<file path="src/rtl/i2cm_pkg.sv">
// ----------------------------------------------------------------------------
// i2cm_pkg
// Types, codes and line tables shared by the I2C master byte engine.
// ----------------------------------------------------------------------------
package i2cm_pkg;

  localparam int PHASE_TICKS_W = 8;
  localparam int RETRY_W       = 4;
  localparam int PHASE_W       = 5;
  localparam int CFG_IDX_W     = 1;
  localparam int CFG_DATA_W    = 8;

  localparam logic [PHASE_TICKS_W-1:0] PHASE_TICKS_RST = 8'd2;
  localparam logic [RETRY_W-1:0]       ACK_RETRIES_RST = 4'd5;

  // item kinds
  localparam logic [2:0] KIND_TICK  = 3'd0;
  localparam logic [2:0] KIND_START = 3'd1;
  localparam logic [2:0] KIND_READ  = 3'd4;

  // configuration register indexes
  localparam logic [CFG_IDX_W-1:0] REG_PHASE_TICKS = 1'd0;
  localparam logic [CFG_IDX_W-1:0] REG_ACK_RETRIES = 1'd1;

  // phase landmarks
  localparam logic [PHASE_W-1:0] PH_FRAME_LAST = 5'd2;
  localparam logic [PHASE_W-1:0] PH_ACK_WAIT   = 5'd16;
  localparam logic [PHASE_W-1:0] PH_ACK_DONE   = 5'd17;
  localparam logic [PHASE_W-1:0] PH_STOP0      = 5'd18;
  localparam logic [PHASE_W-1:0] PH_STOP_LAST  = 5'd20;
  localparam logic [PHASE_W-1:0] PH_RD_ACK_LAST = 5'd18;

  typedef enum logic [2:0] {
    CMD_IDLE  = 3'd0,
    CMD_START = 3'd1,
    CMD_STOP  = 3'd2,
    CMD_WRITE = 3'd3,
    CMD_READ  = 3'd4
  } cmd_t;

  typedef struct packed {
    logic scl;
    logic sda;
    logic drive;
  } lines_t;

  typedef struct packed {
    logic [2:0] kind;
    logic [7:0] write_data;
    logic       send_ack;
    logic       sda_sample;
  } item_t;

  typedef struct packed {
    logic       scl_level;
    logic       sda_level;
    logic       sda_drive;
    logic       busy_res;
    logic       done_res;
    logic [7:0] read_data;
    logic       ack_received;
  } result_t;

  typedef struct packed {
    cmd_t                      cmd;
    logic [PHASE_W-1:0]        phase;
    logic [PHASE_TICKS_W-1:0]  tick;
    logic [7:0]                shift;
    logic [RETRY_W-1:0]        retry;
    logic                      ack_choice;
    lines_t                    lines;
    logic [7:0]                held_read;
    logic                      held_ack;
  } state_t;

  localparam lines_t LINES_RST = '{scl: 1'b1, sda: 1'b1, drive: 1'b1};

  function automatic lines_t stop_lines(input logic [PHASE_W-1:0] p);
    lines_t l;
    if (p == 5'd0) begin
      l = '{scl: 1'b0, sda: 1'b0, drive: 1'b1};
    end else if (p == 5'd1) begin
      l = '{scl: 1'b1, sda: 1'b0, drive: 1'b1};
    end else begin
      l = '{scl: 1'b1, sda: 1'b1, drive: 1'b1};
    end
    return l;
  endfunction

  // line levels for a command and phase
  function automatic lines_t phase_lines(input cmd_t cmd, input logic [PHASE_W-1:0] p,
                                         input logic [7:0] shift, input logic ack_choice,
                                         input lines_t cur);
    lines_t l;
    logic [2:0] bit_sel;
    l = cur;
    bit_sel = 3'd7 - p[3:1];
    case (cmd)
      CMD_START: begin
        if (p == 5'd0) begin
          l = '{scl: 1'b1, sda: 1'b1, drive: 1'b1};
        end else if (p == 5'd1) begin
          l = '{scl: 1'b1, sda: 1'b0, drive: 1'b1};
        end else begin
          l = '{scl: 1'b0, sda: 1'b0, drive: 1'b1};
        end
      end
      CMD_STOP: begin
        l = stop_lines(p);
      end
      CMD_WRITE: begin
        if (p < PH_ACK_WAIT) begin
          l = '{scl: p[0], sda: shift[bit_sel], drive: 1'b1};
        end else if (p == PH_ACK_WAIT) begin
          l = '{scl: 1'b1, sda: 1'b1, drive: 1'b0};
        end else if (p == PH_ACK_DONE) begin
          l = '{scl: 1'b0, sda: 1'b0, drive: 1'b1};
        end else begin
          l = stop_lines(p - PH_STOP0);
        end
      end
      CMD_READ: begin
        if (p < PH_ACK_WAIT) begin
          l = '{scl: p[0], sda: 1'b1, drive: 1'b0};
        end else begin
          l = '{scl: (p == PH_ACK_DONE), sda: ~ack_choice, drive: 1'b1};
        end
      end
      default: begin
        l = cur;
      end
    endcase
    return l;
  endfunction

endpackage

</file>
<file path="src/rtl/i2cm_cmd_if.sv">
// ----------------------------------------------------------------------------
// i2cm_cmd_if
// Command and tick channel into the engine.
// ----------------------------------------------------------------------------
interface i2cm_cmd_if;
  logic       valid;
  logic       ready;
  logic [2:0] kind;
  logic [7:0] write_data;
  logic       send_ack;
  logic       sda_sample;

  modport source (output valid, kind, write_data, send_ack, sda_sample, input ready);
  modport sink (input valid, kind, write_data, send_ack, sda_sample, output ready);
endinterface

</file>
<file path="src/rtl/i2cm_rsp_if.sv">
// ----------------------------------------------------------------------------
// i2cm_rsp_if
// Result channel out of the engine: bus lines and status.
// ----------------------------------------------------------------------------
interface i2cm_rsp_if;
  logic       valid;
  logic       ready;
  logic       scl_level;
  logic       sda_level;
  logic       sda_drive;
  logic       busy_res;
  logic       done_res;
  logic [7:0] read_data;
  logic       ack_received;

  modport source (output valid, scl_level, sda_level, sda_drive, busy_res, done_res,
                  read_data, ack_received, input ready);
  modport sink (input valid, scl_level, sda_level, sda_drive, busy_res, done_res,
                read_data, ack_received, output ready);
endinterface

</file>
<file path="src/rtl/i2cm_cfg_if.sv">
// ----------------------------------------------------------------------------
// i2cm_cfg_if
// Register write channel.
// ----------------------------------------------------------------------------
interface i2cm_cfg_if;
  logic       valid;
  logic       ready;
  logic [0:0] index;
  logic [7:0] data;

  modport source (output valid, index, data, input ready);
  modport sink (input valid, index, data, output ready);
endinterface

</file>
<file path="src/rtl/i2c_master_byte_engine.sv">
// an accepted item passes through the input register and then the result register; the
// result register loads only while it is empty or its result is being taken
// throughput: one item per clock without a result stall; the sequencer state register advances once per item
// under a result stall the input register takes one more item, then cmd.ready drops
// reset (rst, synchronous): engine idle, SCL and SDA high and driven, held read byte and
// ack result zero, phase_ticks 2, ack_retries 5
// ----------------------------------------------------------------------------
// i2c_master_byte_engine
// Tick-paced I2C master: start, stop, write byte and read byte commands.
// ----------------------------------------------------------------------------
module i2c_master_byte_engine
  import i2cm_pkg::*;
#(
  parameter logic [PHASE_TICKS_W-1:0] PHASE_TICKS_INIT = PHASE_TICKS_RST,
  parameter logic [RETRY_W-1:0]       ACK_RETRIES_INIT = ACK_RETRIES_RST
) (
  input  logic         clk,
  input  logic         rst,
  i2cm_cmd_if.sink     cmd,
  i2cm_rsp_if.source   rsp,
  i2cm_cfg_if.sink     cfg
);

  logic [PHASE_TICKS_W-1:0] phase_ticks;
  logic [RETRY_W-1:0]       ack_retries;

  logic    in_valid;
  item_t   in_item;
  logic    out_valid;
  result_t out_result;
  state_t  state;
  state_t  state_next;
  result_t step_result;
  logic    advance;

  assign advance   = in_valid && (!out_valid || rsp.ready);
  assign cmd.ready = !in_valid || advance;
  assign cfg.ready = 1'b1;

  always_ff @(posedge clk) begin
    if (rst) begin
      phase_ticks <= PHASE_TICKS_INIT;
      ack_retries <= ACK_RETRIES_INIT;
    end else if (cfg.valid) begin
      if (cfg.index == REG_PHASE_TICKS) begin
        phase_ticks <= cfg.data;
      end else if (cfg.index == REG_ACK_RETRIES) begin
        ack_retries <= cfg.data[RETRY_W-1:0];
      end
    end
  end

  // input register
  always_ff @(posedge clk) begin
    if (rst) begin
      in_valid <= 1'b0;
    end else if (cmd.ready) begin
      in_valid <= cmd.valid;
    end
  end

  always_ff @(posedge clk) begin
    if (cmd.ready && cmd.valid) begin
      in_item <= '{kind: cmd.kind, write_data: cmd.write_data,
                   send_ack: cmd.send_ack, sda_sample: cmd.sda_sample};
    end
  end

  i2cm_step u_step (
    .state       (state),
    .item        (in_item),
    .phase_ticks (phase_ticks),
    .ack_retries (ack_retries),
    .state_next  (state_next),
    .result      (step_result)
  );

  always_ff @(posedge clk) begin
    if (rst) begin
      state <= '{cmd: CMD_IDLE, phase: '0, tick: '0, shift: '0, retry: '0,
                 ack_choice: 1'b0, lines: LINES_RST, held_read: '0, held_ack: 1'b0};
    end else if (advance) begin
      state <= state_next;
    end
  end

  // result register
  always_ff @(posedge clk) begin
    if (rst) begin
      out_valid <= 1'b0;
    end else if (advance) begin
      out_valid <= 1'b1;
    end else if (rsp.ready) begin
      out_valid <= 1'b0;
    end
  end

  always_ff @(posedge clk) begin
    if (advance) begin
      out_result <= step_result;
    end
  end

  assign rsp.valid        = out_valid;
  assign rsp.scl_level    = out_result.scl_level;
  assign rsp.sda_level    = out_result.sda_level;
  assign rsp.sda_drive    = out_result.sda_drive;
  assign rsp.busy_res     = out_result.busy_res;
  assign rsp.done_res     = out_result.done_res;
  assign rsp.read_data    = out_result.read_data;
  assign rsp.ack_received = out_result.ack_received;

endmodule

</file>
<file path="src/rtl/i2cm_step.sv">
// ----------------------------------------------------------------------------
// i2cm_step
// One sequencer step: next engine state and result for one item.
// ----------------------------------------------------------------------------
module i2cm_step
  import i2cm_pkg::*;
(
  input  state_t                   state,
  input  item_t                    item,
  input  logic [PHASE_TICKS_W-1:0] phase_ticks,
  input  logic [RETRY_W-1:0]       ack_retries,
  output state_t                   state_next,
  output result_t                  result
);

  logic [PHASE_TICKS_W-1:0] tick_limit;
  logic [RETRY_W-1:0]       retry_limit;
  logic [PHASE_TICKS_W-1:0] tick_inc;
  logic [RETRY_W-1:0]       retry_inc;
  logic [PHASE_W-1:0]       phase_inc;
  logic                     done;

  assign tick_limit  = (phase_ticks == '0) ? PHASE_TICKS_W'(1) : phase_ticks;
  assign retry_limit = (ack_retries == '0) ? RETRY_W'(1) : ack_retries;
  assign tick_inc    = state.tick + PHASE_TICKS_W'(1);
  assign retry_inc   = state.retry + RETRY_W'(1);
  assign phase_inc   = state.phase + PHASE_W'(1);

  always_comb begin
    state_next = state;
    done       = 1'b0;
    if (item.kind == KIND_TICK) begin
      if (state.cmd != CMD_IDLE) begin
        if (tick_inc < tick_limit) begin
          state_next.tick = tick_inc;
        end else begin
          state_next.tick = '0;
          // end of phase
          case (state.cmd)
            CMD_START, CMD_STOP: begin
              if (state.phase >= PH_FRAME_LAST) begin
                done = 1'b1;
              end else begin
                state_next.phase = phase_inc;
              end
            end
            CMD_WRITE: begin
              if (state.phase < PH_ACK_WAIT) begin
                state_next.phase = phase_inc;
                if (phase_inc == PH_ACK_WAIT) begin
                  state_next.retry = '0;
                end
              end else if (state.phase == PH_ACK_WAIT) begin
                if (!item.sda_sample) begin
                  state_next.phase = PH_ACK_DONE;
                end else begin
                  state_next.retry = retry_inc;
                  if (retry_inc >= retry_limit) begin
                    state_next.phase = PH_STOP0;
                  end
                end
              end else if (state.phase == PH_ACK_DONE) begin
                state_next.held_ack = 1'b1;
                done = 1'b1;
              end else if (state.phase >= PH_STOP_LAST) begin
                state_next.held_ack = 1'b0;
                done = 1'b1;
              end else begin
                state_next.phase = phase_inc;
              end
            end
            CMD_READ: begin
              if (state.phase < PH_ACK_WAIT && state.phase[0]) begin
                state_next.shift = {state.shift[6:0], item.sda_sample};
              end
              if (state.phase >= PH_RD_ACK_LAST) begin
                state_next.held_read = state_next.shift;
                done = 1'b1;
              end else begin
                state_next.phase = phase_inc;
              end
            end
            default: begin
              done = 1'b1;
            end
          endcase
          if (done) begin
            state_next.cmd   = CMD_IDLE;
            state_next.phase = '0;
            state_next.tick  = '0;
          end else begin
            state_next.lines = phase_lines(state_next.cmd, state_next.phase,
                                           state_next.shift, state_next.ack_choice,
                                           state.lines);
          end
        end
      end
    end else if (item.kind <= KIND_READ && state.cmd == CMD_IDLE) begin
      // new command, kind codes match the command codes
      state_next.cmd   = cmd_t'(item.kind);
      state_next.phase = '0;
      state_next.tick  = '0;
      state_next.retry = '0;
      if (cmd_t'(item.kind) == CMD_WRITE) begin
        state_next.shift = item.write_data;
      end
      if (cmd_t'(item.kind) == CMD_READ) begin
        state_next.shift      = '0;
        state_next.ack_choice = item.send_ack;
      end
      state_next.lines = phase_lines(state_next.cmd, state_next.phase, state_next.shift,
                                     state_next.ack_choice, state.lines);
    end
  end

  always_comb begin
    result.scl_level    = state_next.lines.scl;
    result.sda_level    = state_next.lines.sda;
    result.sda_drive    = state_next.lines.drive;
    result.busy_res     = (state_next.cmd != CMD_IDLE);
    result.done_res     = done;
    result.read_data    = state_next.held_read;
    result.ack_received = state_next.held_ack;
  end

endmodule

</file>
<file path="src/flat_wrapper.sv">
// flat-port wrapper written by rule: the top's interface ports become plain ports
module i2c_master_byte_engine_flat import i2cm_pkg::*;
#(
  parameter logic [PHASE_TICKS_W-1:0] PHASE_TICKS_INIT = PHASE_TICKS_RST,
  parameter logic [RETRY_W-1:0]       ACK_RETRIES_INIT = ACK_RETRIES_RST
)
  (clk, rst, cmd_valid, cmd_kind, cmd_write_data, cmd_send_ack, cmd_sda_sample, cmd_ready, rsp_valid, rsp_scl_level, rsp_sda_level, rsp_sda_drive, rsp_busy_res, rsp_done_res, rsp_read_data, rsp_ack_received, rsp_ready, cfg_valid, cfg_index, cfg_data, cfg_ready);
  i2cm_cmd_if cmd_i ();
  i2cm_rsp_if rsp_i ();
  i2cm_cfg_if cfg_i ();
  input  logic clk;
  input  logic rst;
  input wire logic [$bits(cmd_i.valid)-1:0] cmd_valid;
  input wire logic [$bits(cmd_i.kind)-1:0] cmd_kind;
  input wire logic [$bits(cmd_i.write_data)-1:0] cmd_write_data;
  input wire logic [$bits(cmd_i.send_ack)-1:0] cmd_send_ack;
  input wire logic [$bits(cmd_i.sda_sample)-1:0] cmd_sda_sample;
  output wire logic [$bits(cmd_i.ready)-1:0] cmd_ready;
  output wire logic [$bits(rsp_i.valid)-1:0] rsp_valid;
  output wire logic [$bits(rsp_i.scl_level)-1:0] rsp_scl_level;
  output wire logic [$bits(rsp_i.sda_level)-1:0] rsp_sda_level;
  output wire logic [$bits(rsp_i.sda_drive)-1:0] rsp_sda_drive;
  output wire logic [$bits(rsp_i.busy_res)-1:0] rsp_busy_res;
  output wire logic [$bits(rsp_i.done_res)-1:0] rsp_done_res;
  output wire logic [$bits(rsp_i.read_data)-1:0] rsp_read_data;
  output wire logic [$bits(rsp_i.ack_received)-1:0] rsp_ack_received;
  input wire logic [$bits(rsp_i.ready)-1:0] rsp_ready;
  input wire logic [$bits(cfg_i.valid)-1:0] cfg_valid;
  input wire logic [$bits(cfg_i.index)-1:0] cfg_index;
  input wire logic [$bits(cfg_i.data)-1:0] cfg_data;
  output wire logic [$bits(cfg_i.ready)-1:0] cfg_ready;
  assign cmd_i.valid = cmd_valid;
  assign cmd_i.kind = cmd_kind;
  assign cmd_i.write_data = cmd_write_data;
  assign cmd_i.send_ack = cmd_send_ack;
  assign cmd_i.sda_sample = cmd_sda_sample;
  assign cmd_ready = cmd_i.ready;
  assign rsp_valid = rsp_i.valid;
  assign rsp_scl_level = rsp_i.scl_level;
  assign rsp_sda_level = rsp_i.sda_level;
  assign rsp_sda_drive = rsp_i.sda_drive;
  assign rsp_busy_res = rsp_i.busy_res;
  assign rsp_done_res = rsp_i.done_res;
  assign rsp_read_data = rsp_i.read_data;
  assign rsp_ack_received = rsp_i.ack_received;
  assign rsp_i.ready = rsp_ready;
  assign cfg_i.valid = cfg_valid;
  assign cfg_i.index = cfg_index;
  assign cfg_i.data = cfg_data;
  assign cfg_ready = cfg_i.ready;
  i2c_master_byte_engine #(.PHASE_TICKS_INIT(PHASE_TICKS_INIT), .ACK_RETRIES_INIT(ACK_RETRIES_INIT)) u_core (.clk(clk), .rst(rst), .cmd(cmd_i), .rsp(rsp_i), .cfg(cfg_i));
endmodule
</file>
<file path="config.mk">
export PLATFORM = sky130hd
export DESIGN_NAME = i2c_master_byte_engine_flat
export DESIGN_NICKNAME = d
export VERILOG_FILES = /design/src/rtl/i2cm_pkg.sv /design/src/rtl/i2cm_cmd_if.sv /design/src/rtl/i2cm_rsp_if.sv /design/src/rtl/i2cm_cfg_if.sv /design/src/rtl/i2c_master_byte_engine.sv /design/src/rtl/i2cm_step.sv /design/src/flat_wrapper.sv
export SDC_FILE = /design/constraint.sdc
export NUM_CORES = 1
export LEC_CHECK = 0
export ABC_CLOCK_PERIOD_IN_PS = 10500
export BUFFER_PORTS_ARGS = -buffer_cell sky130_fd_sc_hd__buf_2
export CORE_MARGIN = 1.5
export CORE_UTILIZATION = 45
export DETAILED_ROUTE_END_ITERATION = 10
export HOLD_SLACK_MARGIN = 0.05
export PLACE_DENSITY = 0.65
export SETUP_SLACK_MARGIN = 0.4
export SLEW_MARGIN = 5
export SYNTH_ARGS = -nofsm -noshare
export SYNTH_HDL_FRONTEND = slang
export SYNTH_SLANG_ARGS = --single-unit
export TNS_END_PERCENT = 30
</file>
<file path="constraint.sdc">
create_clock -name clk -period 10.5 [get_ports clk]
set_input_delay 2.1 -clock clk [delete_from_list [all_inputs] [get_ports clk]]
set_output_delay 2.1 -clock clk [all_outputs]
set_load 0.03 [all_outputs]
</file>
==> results.ini, run 1 <==
[status]
status = finished, final reports clean

[power_and_ir_drop]
vdd_ir_drop_max_mv = 0.106
p_leak_nw = 2.20
p_per_area_mw_per_mm2 = 125

[global_routing]
grt_pass1_vias = 4351
antenna_found_initial = 0
grt_use_total_pct = 23.7
grt_max_degree = 56
grt_remaining_overflow = 0
grt_first_pass_wirelength_um = 22000

[sta]
rsz0062_at_grt = no
tightest_slew_ns = 1.06
setup_tns_ns = 0
fmax_ghz = 0.209
relSlewSlack_pct = 29.5
finalCritPeriodShare_pct = 45.6
finalClockSkew_ns = 0.0105
setup_viol = 0
final-hold-violation-count = 0
setup_ws_ns = 5.71
drv_slew = 0
fin_crit_ns = 4.79

[layout]
nets = 674
multiInputGateArea_mm2 = 0.00298
finalNonFillerCells = 773
mostFrequentLayoutCells = nand2_1 (60), nor2_1 (60), a21oi_1 (57)
syn2layout_area_growth_pct = 10.5
diodes = 0
drive_gt1_share_pct = 15.2
nFillCells = 1040
register_area_mm2 = 0.00191

[critical_path]
arrival_ns = 2.69
critPathSlowestCell = nor2b_1
critPathMaxFanout = 4
worstPathRequired_ns = 8.40
endpoint_kind = output pin
start_kind = input port
critPathMaxStageDelay_ns = 0.21
critPathKind = input port to output pin
cp_cell_sequence = buf_2, nor2b_1, nand2_1, buf_2
cp_common_cell = buf_2

[clocking]
clockBufferDepth = 2
cts_hold_buffers = 0
cts_resized = 0
insertion_delay_ns = 0.34
cts_tree = yes
cts_buffers = 9
cts_setup_buffers = 0
htreeDepth = 3
cts-root-buf = clkbuf_16
clkSinkCount = 82
path_clk_slew_ns = 0.06

[yosys]
synth_edf_count = 27
synth.area.top_cells = dfxtp_1 (21%), edfxtp_1 (16%), a21oi_1 (5.6%)
synth.top_cell.area_share_pct = 21.5
yosysWarnings = 0
postSynth.asyncResetShare_pct = 0
yosys_most_used_dff = dfxtp_1
syn_avg_cell_area_um2 = 8.44
ys_seq_area_share_pct = 37.3
synth_area_leader_cell = dfxtp_1
yosysUniqueCellTypes = 72
ys_seq_elements = 82
syn_area_mm2 = 0.00513
syn_inst = 608
syn_nets = 654

[placed_design]
dp.cells = 757
place_ws_ns = 5.58
hpwlAfterDp_um = 9700
gp_congestion = 0.892
io_buffers = 42

[drt]
wl_per_cell_um = 17.6
drtAntennaViolNets = 0
drt_iter0_markers = 377
drt_pass1_iterations = 6
via_per_inst = 6.09
drc = 0
totalWireLength_um = 13600
vias = 4711

[floorplan]
core_area_mm2 = 0.0110
initial_core_util_pct = 46.7
die_x_um = 110
rows = 38
ios = 44
fp.dieH_um = 110
die_area_mm2 = 0.0121

[worst_hold_path]
hold_class = flop to flop

[flow_run]
cap_violations = 0

[final cells by class]
cell class | instances | area share [%]
clock inverters | 6 | 0.750
flip-flops and latches | 82 | 33.7
repair buffers | 47 | 4.37
well taps | 140 | 3.09
clock buffers | 10 | 4.04
inverters | 22 | 1.46
multi-input cells | 466 | 52.6
[logic make-up (layout without fill, tap and decap cells)]
| family | count (synthesis) | after routing | share of synthesized area (%) |
|---|---|---|---|
| buf+inv | 60 | 85 | 4.68 |
| flops | 82 | 82 | 37.3 |
| mux | 30 | 30 | 6.34 |
| other cells | 1 | 1 | 0.0731 |
| fa+ha+maj | 21 | 21 | 5.02 |
| simple gates | 225 | 225 | 21.7 |
| compound gates | 180 | 180 | 23.4 |
| xor+xnor | 9 | 9 | 1.54 |
[worst paths after layout]
check	from	endpoint	slack (ns)	cells past startpoint
hold reg to reg	u_core.state[5]$_SDFFE_PP0P_	u_core.state[5]$_SDFFE_PP0P_	0.45	2
setup / recovery	rsp_ready	cmd_ready	5.71	4
hold / removal	u_core.state[5]$_SDFFE_PP0P_	u_core.state[5]$_SDFFE_PP0P_	0.45	2
setup reg to reg	u_core.state[39]$_SDFFE_PP0P_	u_core.rsp.scl_level$_DFFE_PP_	6.31	11
[worst max-delay path: cells and delay by family]
family        cells  cell delay, ns
buf+inv           2            0.28
simple gates      2            0.31
[per-layer routing]
metal  track usage [%]  up-vias  wire [µm]
met3              3.85       23        867
met5                 0        -          0
met1              34.5     2211       6580
met4              7.79        0        265
met2              35.6      189       5920
li1                  -     2288          -
[where the power goes]
| group | internal [W] | total [W] | switching [W] |
|---|---|---|---|
| Sequential | 0.000338 | 0.000347 | 0.00000835 |
| Clock | 0.000160 | 0.000286 | 0.000126 |
| Combinational | 0.0000256 | 0.0000737 | 0.0000481 |
[state kept, by name, indices dropped and copies added, names as in the netlist]
name                     cells
u_core.state                41
u_core.rsp.sda_level         1
u_core.rsp.scl_level         1
u_core.ack_retries           4
u_core.rsp.done_res          1
u_core.rsp.valid             1
u_core.rsp.busy_res          1
u_core.in_valid              1
u_core.phase_ticks           8
u_core.rsp.read_data         8
u_core.rsp.ack_received      1
u_core.in_item              13
u_core.rsp.sda_drive         1
[metrics by stage]
step	util (%)	total power (W)	area, µm²	hold WS [ns]
5_1_grt	51.6	0.000735	5670	0.474
3_5_place_dp	49.1	0.000426	5400	0.447
6_report	51.6	0.000707	5670	0.455
3_3_place_gp	49.1	0.000425	5400	0.439
2_1_floorplan	-	0.000403	5130	0.433
4_1_cts	51.6	0.000711	5670	0.455
[cells in the mapped netlist, types with 3 or more instances]
master     count
nand4_1        5
mux2i_1       10
edfxtp_1      27
a211o_1        7
inv_1         21
and3_1         8
xor2_1         5
nor3_1        15
o2111ai_1      5
a41oi_1        3
nand3_1       21
a21o_1         8
nand3b_1       4
o21ai_0       26
a211oi_1      14
buf_1          4
o211ai_1       6
or2_2          3
nor2b_1        7
a31oi_1       10
nand2_1       60
nor2_1        60
o31ai_1        7
dfxtp_1       55
o21a_1         6
and2_1         6
nand2b_1       8
a21oi_1       57
nor4_1         6
a22oi_1        7
buf_2          3
o22ai_1        3
xnor2_1        4
ha_1          19
mux2_2        20
clkbuf_1      29
or3_1          5
(Power assumes the default switching activity.)
==> run 2, diff against run 1 <==
ABC_CLOCK_PERIOD_IN_PS = 4950   (was 10500)
clock period = 4.95 ns   (was 10.5 ns; I/O delays follow)
==> results.ini, run 2 (synthesized netlist as in run 1, its figures left out) <==
[worst_hold_path]
hold_depth = 2
hold_start = u_core.state[4]$_SDFFE_PP0P_
hold_class = flop to flop

[critical_path]
critPathMaxFanout = 24
start_kind = flop
r2r-start = u_core.state[38]$_SDFFE_PP0P_
arrival_ns = 3.90
ff2ff_path_depth = 11
worstPathRequired_ns = 5.04
crit_path_start = u_core.state[38]$_SDFFE_PP0P_
endpoint_kind = flop
critPathKind = flop to flop

[clocking]
clockBufferDepth = 2
cts_hold_buffers = 0
path_clk_slew_ns = 0.07
cts-root-buf = clkbuf_16
cts_resized = 0
cts_setup_buffers = 0
htreeDepth = 3
cts_tree = yes
clkSinkCount = 82
insertion_delay_ns = 0.34
cts_buffers = 9

[status]
status = finished, final reports clean

[sta]
drv_slew = 0
finalCritPeriodShare_pct = 77.0
setup_ws_ns = 1.14
fin_crit_ns = 3.81
tightest_slew_ns = 1.08
rsz0062_at_grt = no
setup_viol = 0
finalClockSkew_ns = 0.00927
setup_tns_ns = 0
fmax_ghz = 0.262
relSlewSlack_pct = 27.9
final-hold-violation-count = 0

[global_routing]
grt_first_pass_wirelength_um = 22200
grt_remaining_overflow = 0
grt_pass1_vias = 4309
grt_max_degree = 56
grt_use_total_pct = 24.1
antenna_found_initial = 0

[placed_design]
dp.cells = 762
gp_congestion = 0.945
hpwlAfterDp_um = 9810
place_ws_ns = 1.21
io_buffers = 42

[power_and_ir_drop]
p_leak_nw = 2.25
vdd_ir_drop_max_mv = 0.199
total_power_w = 0.00161
p_per_area_mw_per_mm2 = 280

[layout]
top_register = u_core.state
reg_top3 = u_core.state x41, u_core.in_item x13
syn2layout_area_growth_pct = 12.1
drive_gt1_share_pct = 15.7
multiInputGateArea_mm2 = 0.00298
nFillCells = 1023
register_area_mm2 = 0.00191
mostFrequentLayoutCells = nand2_1 (60), nor2_1 (60), a21oi_1 (57)
finalNonFillerCells = 778
nets = 679
largest_reg_flops = 41
diodes = 0

[drt]
drtAntennaViolNets = 0
vias = 4656
drc = 0
totalWireLength_um = 13600
via_per_inst = 5.98
drt_iter0_markers = 463
drt_pass1_iterations = 5
wl_per_cell_um = 17.5

[floorplan]
die_area_mm2 = 0.0121
core_area_mm2 = 0.0110
ios = 44
rows = 38
die_x_um = 110
initial_core_util_pct = 46.7
fp.dieH_um = 110

[flow_run]
cap_violations = 0

[run 2: cell types whose count changed in the layout (fill, tap and decap cells not counted)]
cell        delta
buf_4          +5
bufinv_16      +2
clkinv_2       -2
clkbuf_1       +1
clkinvlp_4     -1
inv_6          -1
inv_8          +1
[run 2: final cells by class]
cell class              count  area share (%)
multi-input cells         466            51.8
flip-flops and latches     82            33.2
repair buffers             52            4.96
clock buffers              11            4.04
well taps                 140            3.04
clock inverters             5            1.52
inverters                  22            1.43
[run 2: worst paths after layout]
kind                                         end  slack, ns
setup / recovery  u_core.rsp.scl_level$_DFFE_PP_       1.14
hold / removal      u_core.state[4]$_SDFFE_PP0P_       0.45
setup reg to reg  u_core.rsp.scl_level$_DFFE_PP_       1.14
hold reg to reg     u_core.state[4]$_SDFFE_PP0P_       0.45
[run 2: stage by stage]
| stage | utilization [%] | hold slack (ns) | cell area [µm²] |
|---|---|---|---|
| 2_1_floorplan | - | 0.433 | 5130 |
| 3_3_place_gp | 49.5 | 0.439 | 5440 |
| 3_5_place_dp | 49.5 | 0.447 | 5440 |
| 4_1_cts | 52.4 | 0.455 | 5760 |
| 5_1_grt | 52.4 | 0.481 | 5760 |
| 6_report | 52.4 | 0.455 | 5760 |
[run 2: power breakdown]
part / internal (W) / switching, W
sequential: 0.000717 / 0.0000180
clock: 0.000447 / 0.000271
combinational: 0.0000552 / 0.000101
total: 0.00122 / 0.000390
[run 2: worst max-delay path: stages (launching register included)]
cell	delay [ns]
dfxtp_1	0.87
nand3_1	0.35
or4bb_1	0.58
o2111a_1	0.18
nor2_1	0.31
inv_1	0.14
ha_1	0.28
a2111oi_4	0.29
o211ai_1	0.13
a21o_1	0.20
o21ai_2	0.15
nand2_1	0.07
[run 2: layer usage]
layer | vias up | GRT usage, % | share of wire [%]
li1 | 2298 | - | -
met1 | 2172 | 35.0 | 48
met2 | 155 | 35.8 | 44
met3 | 31 | 2.90 | 5.3
met4 | 0 | 10.3 | 2.7
met5 | - | 0 | 0
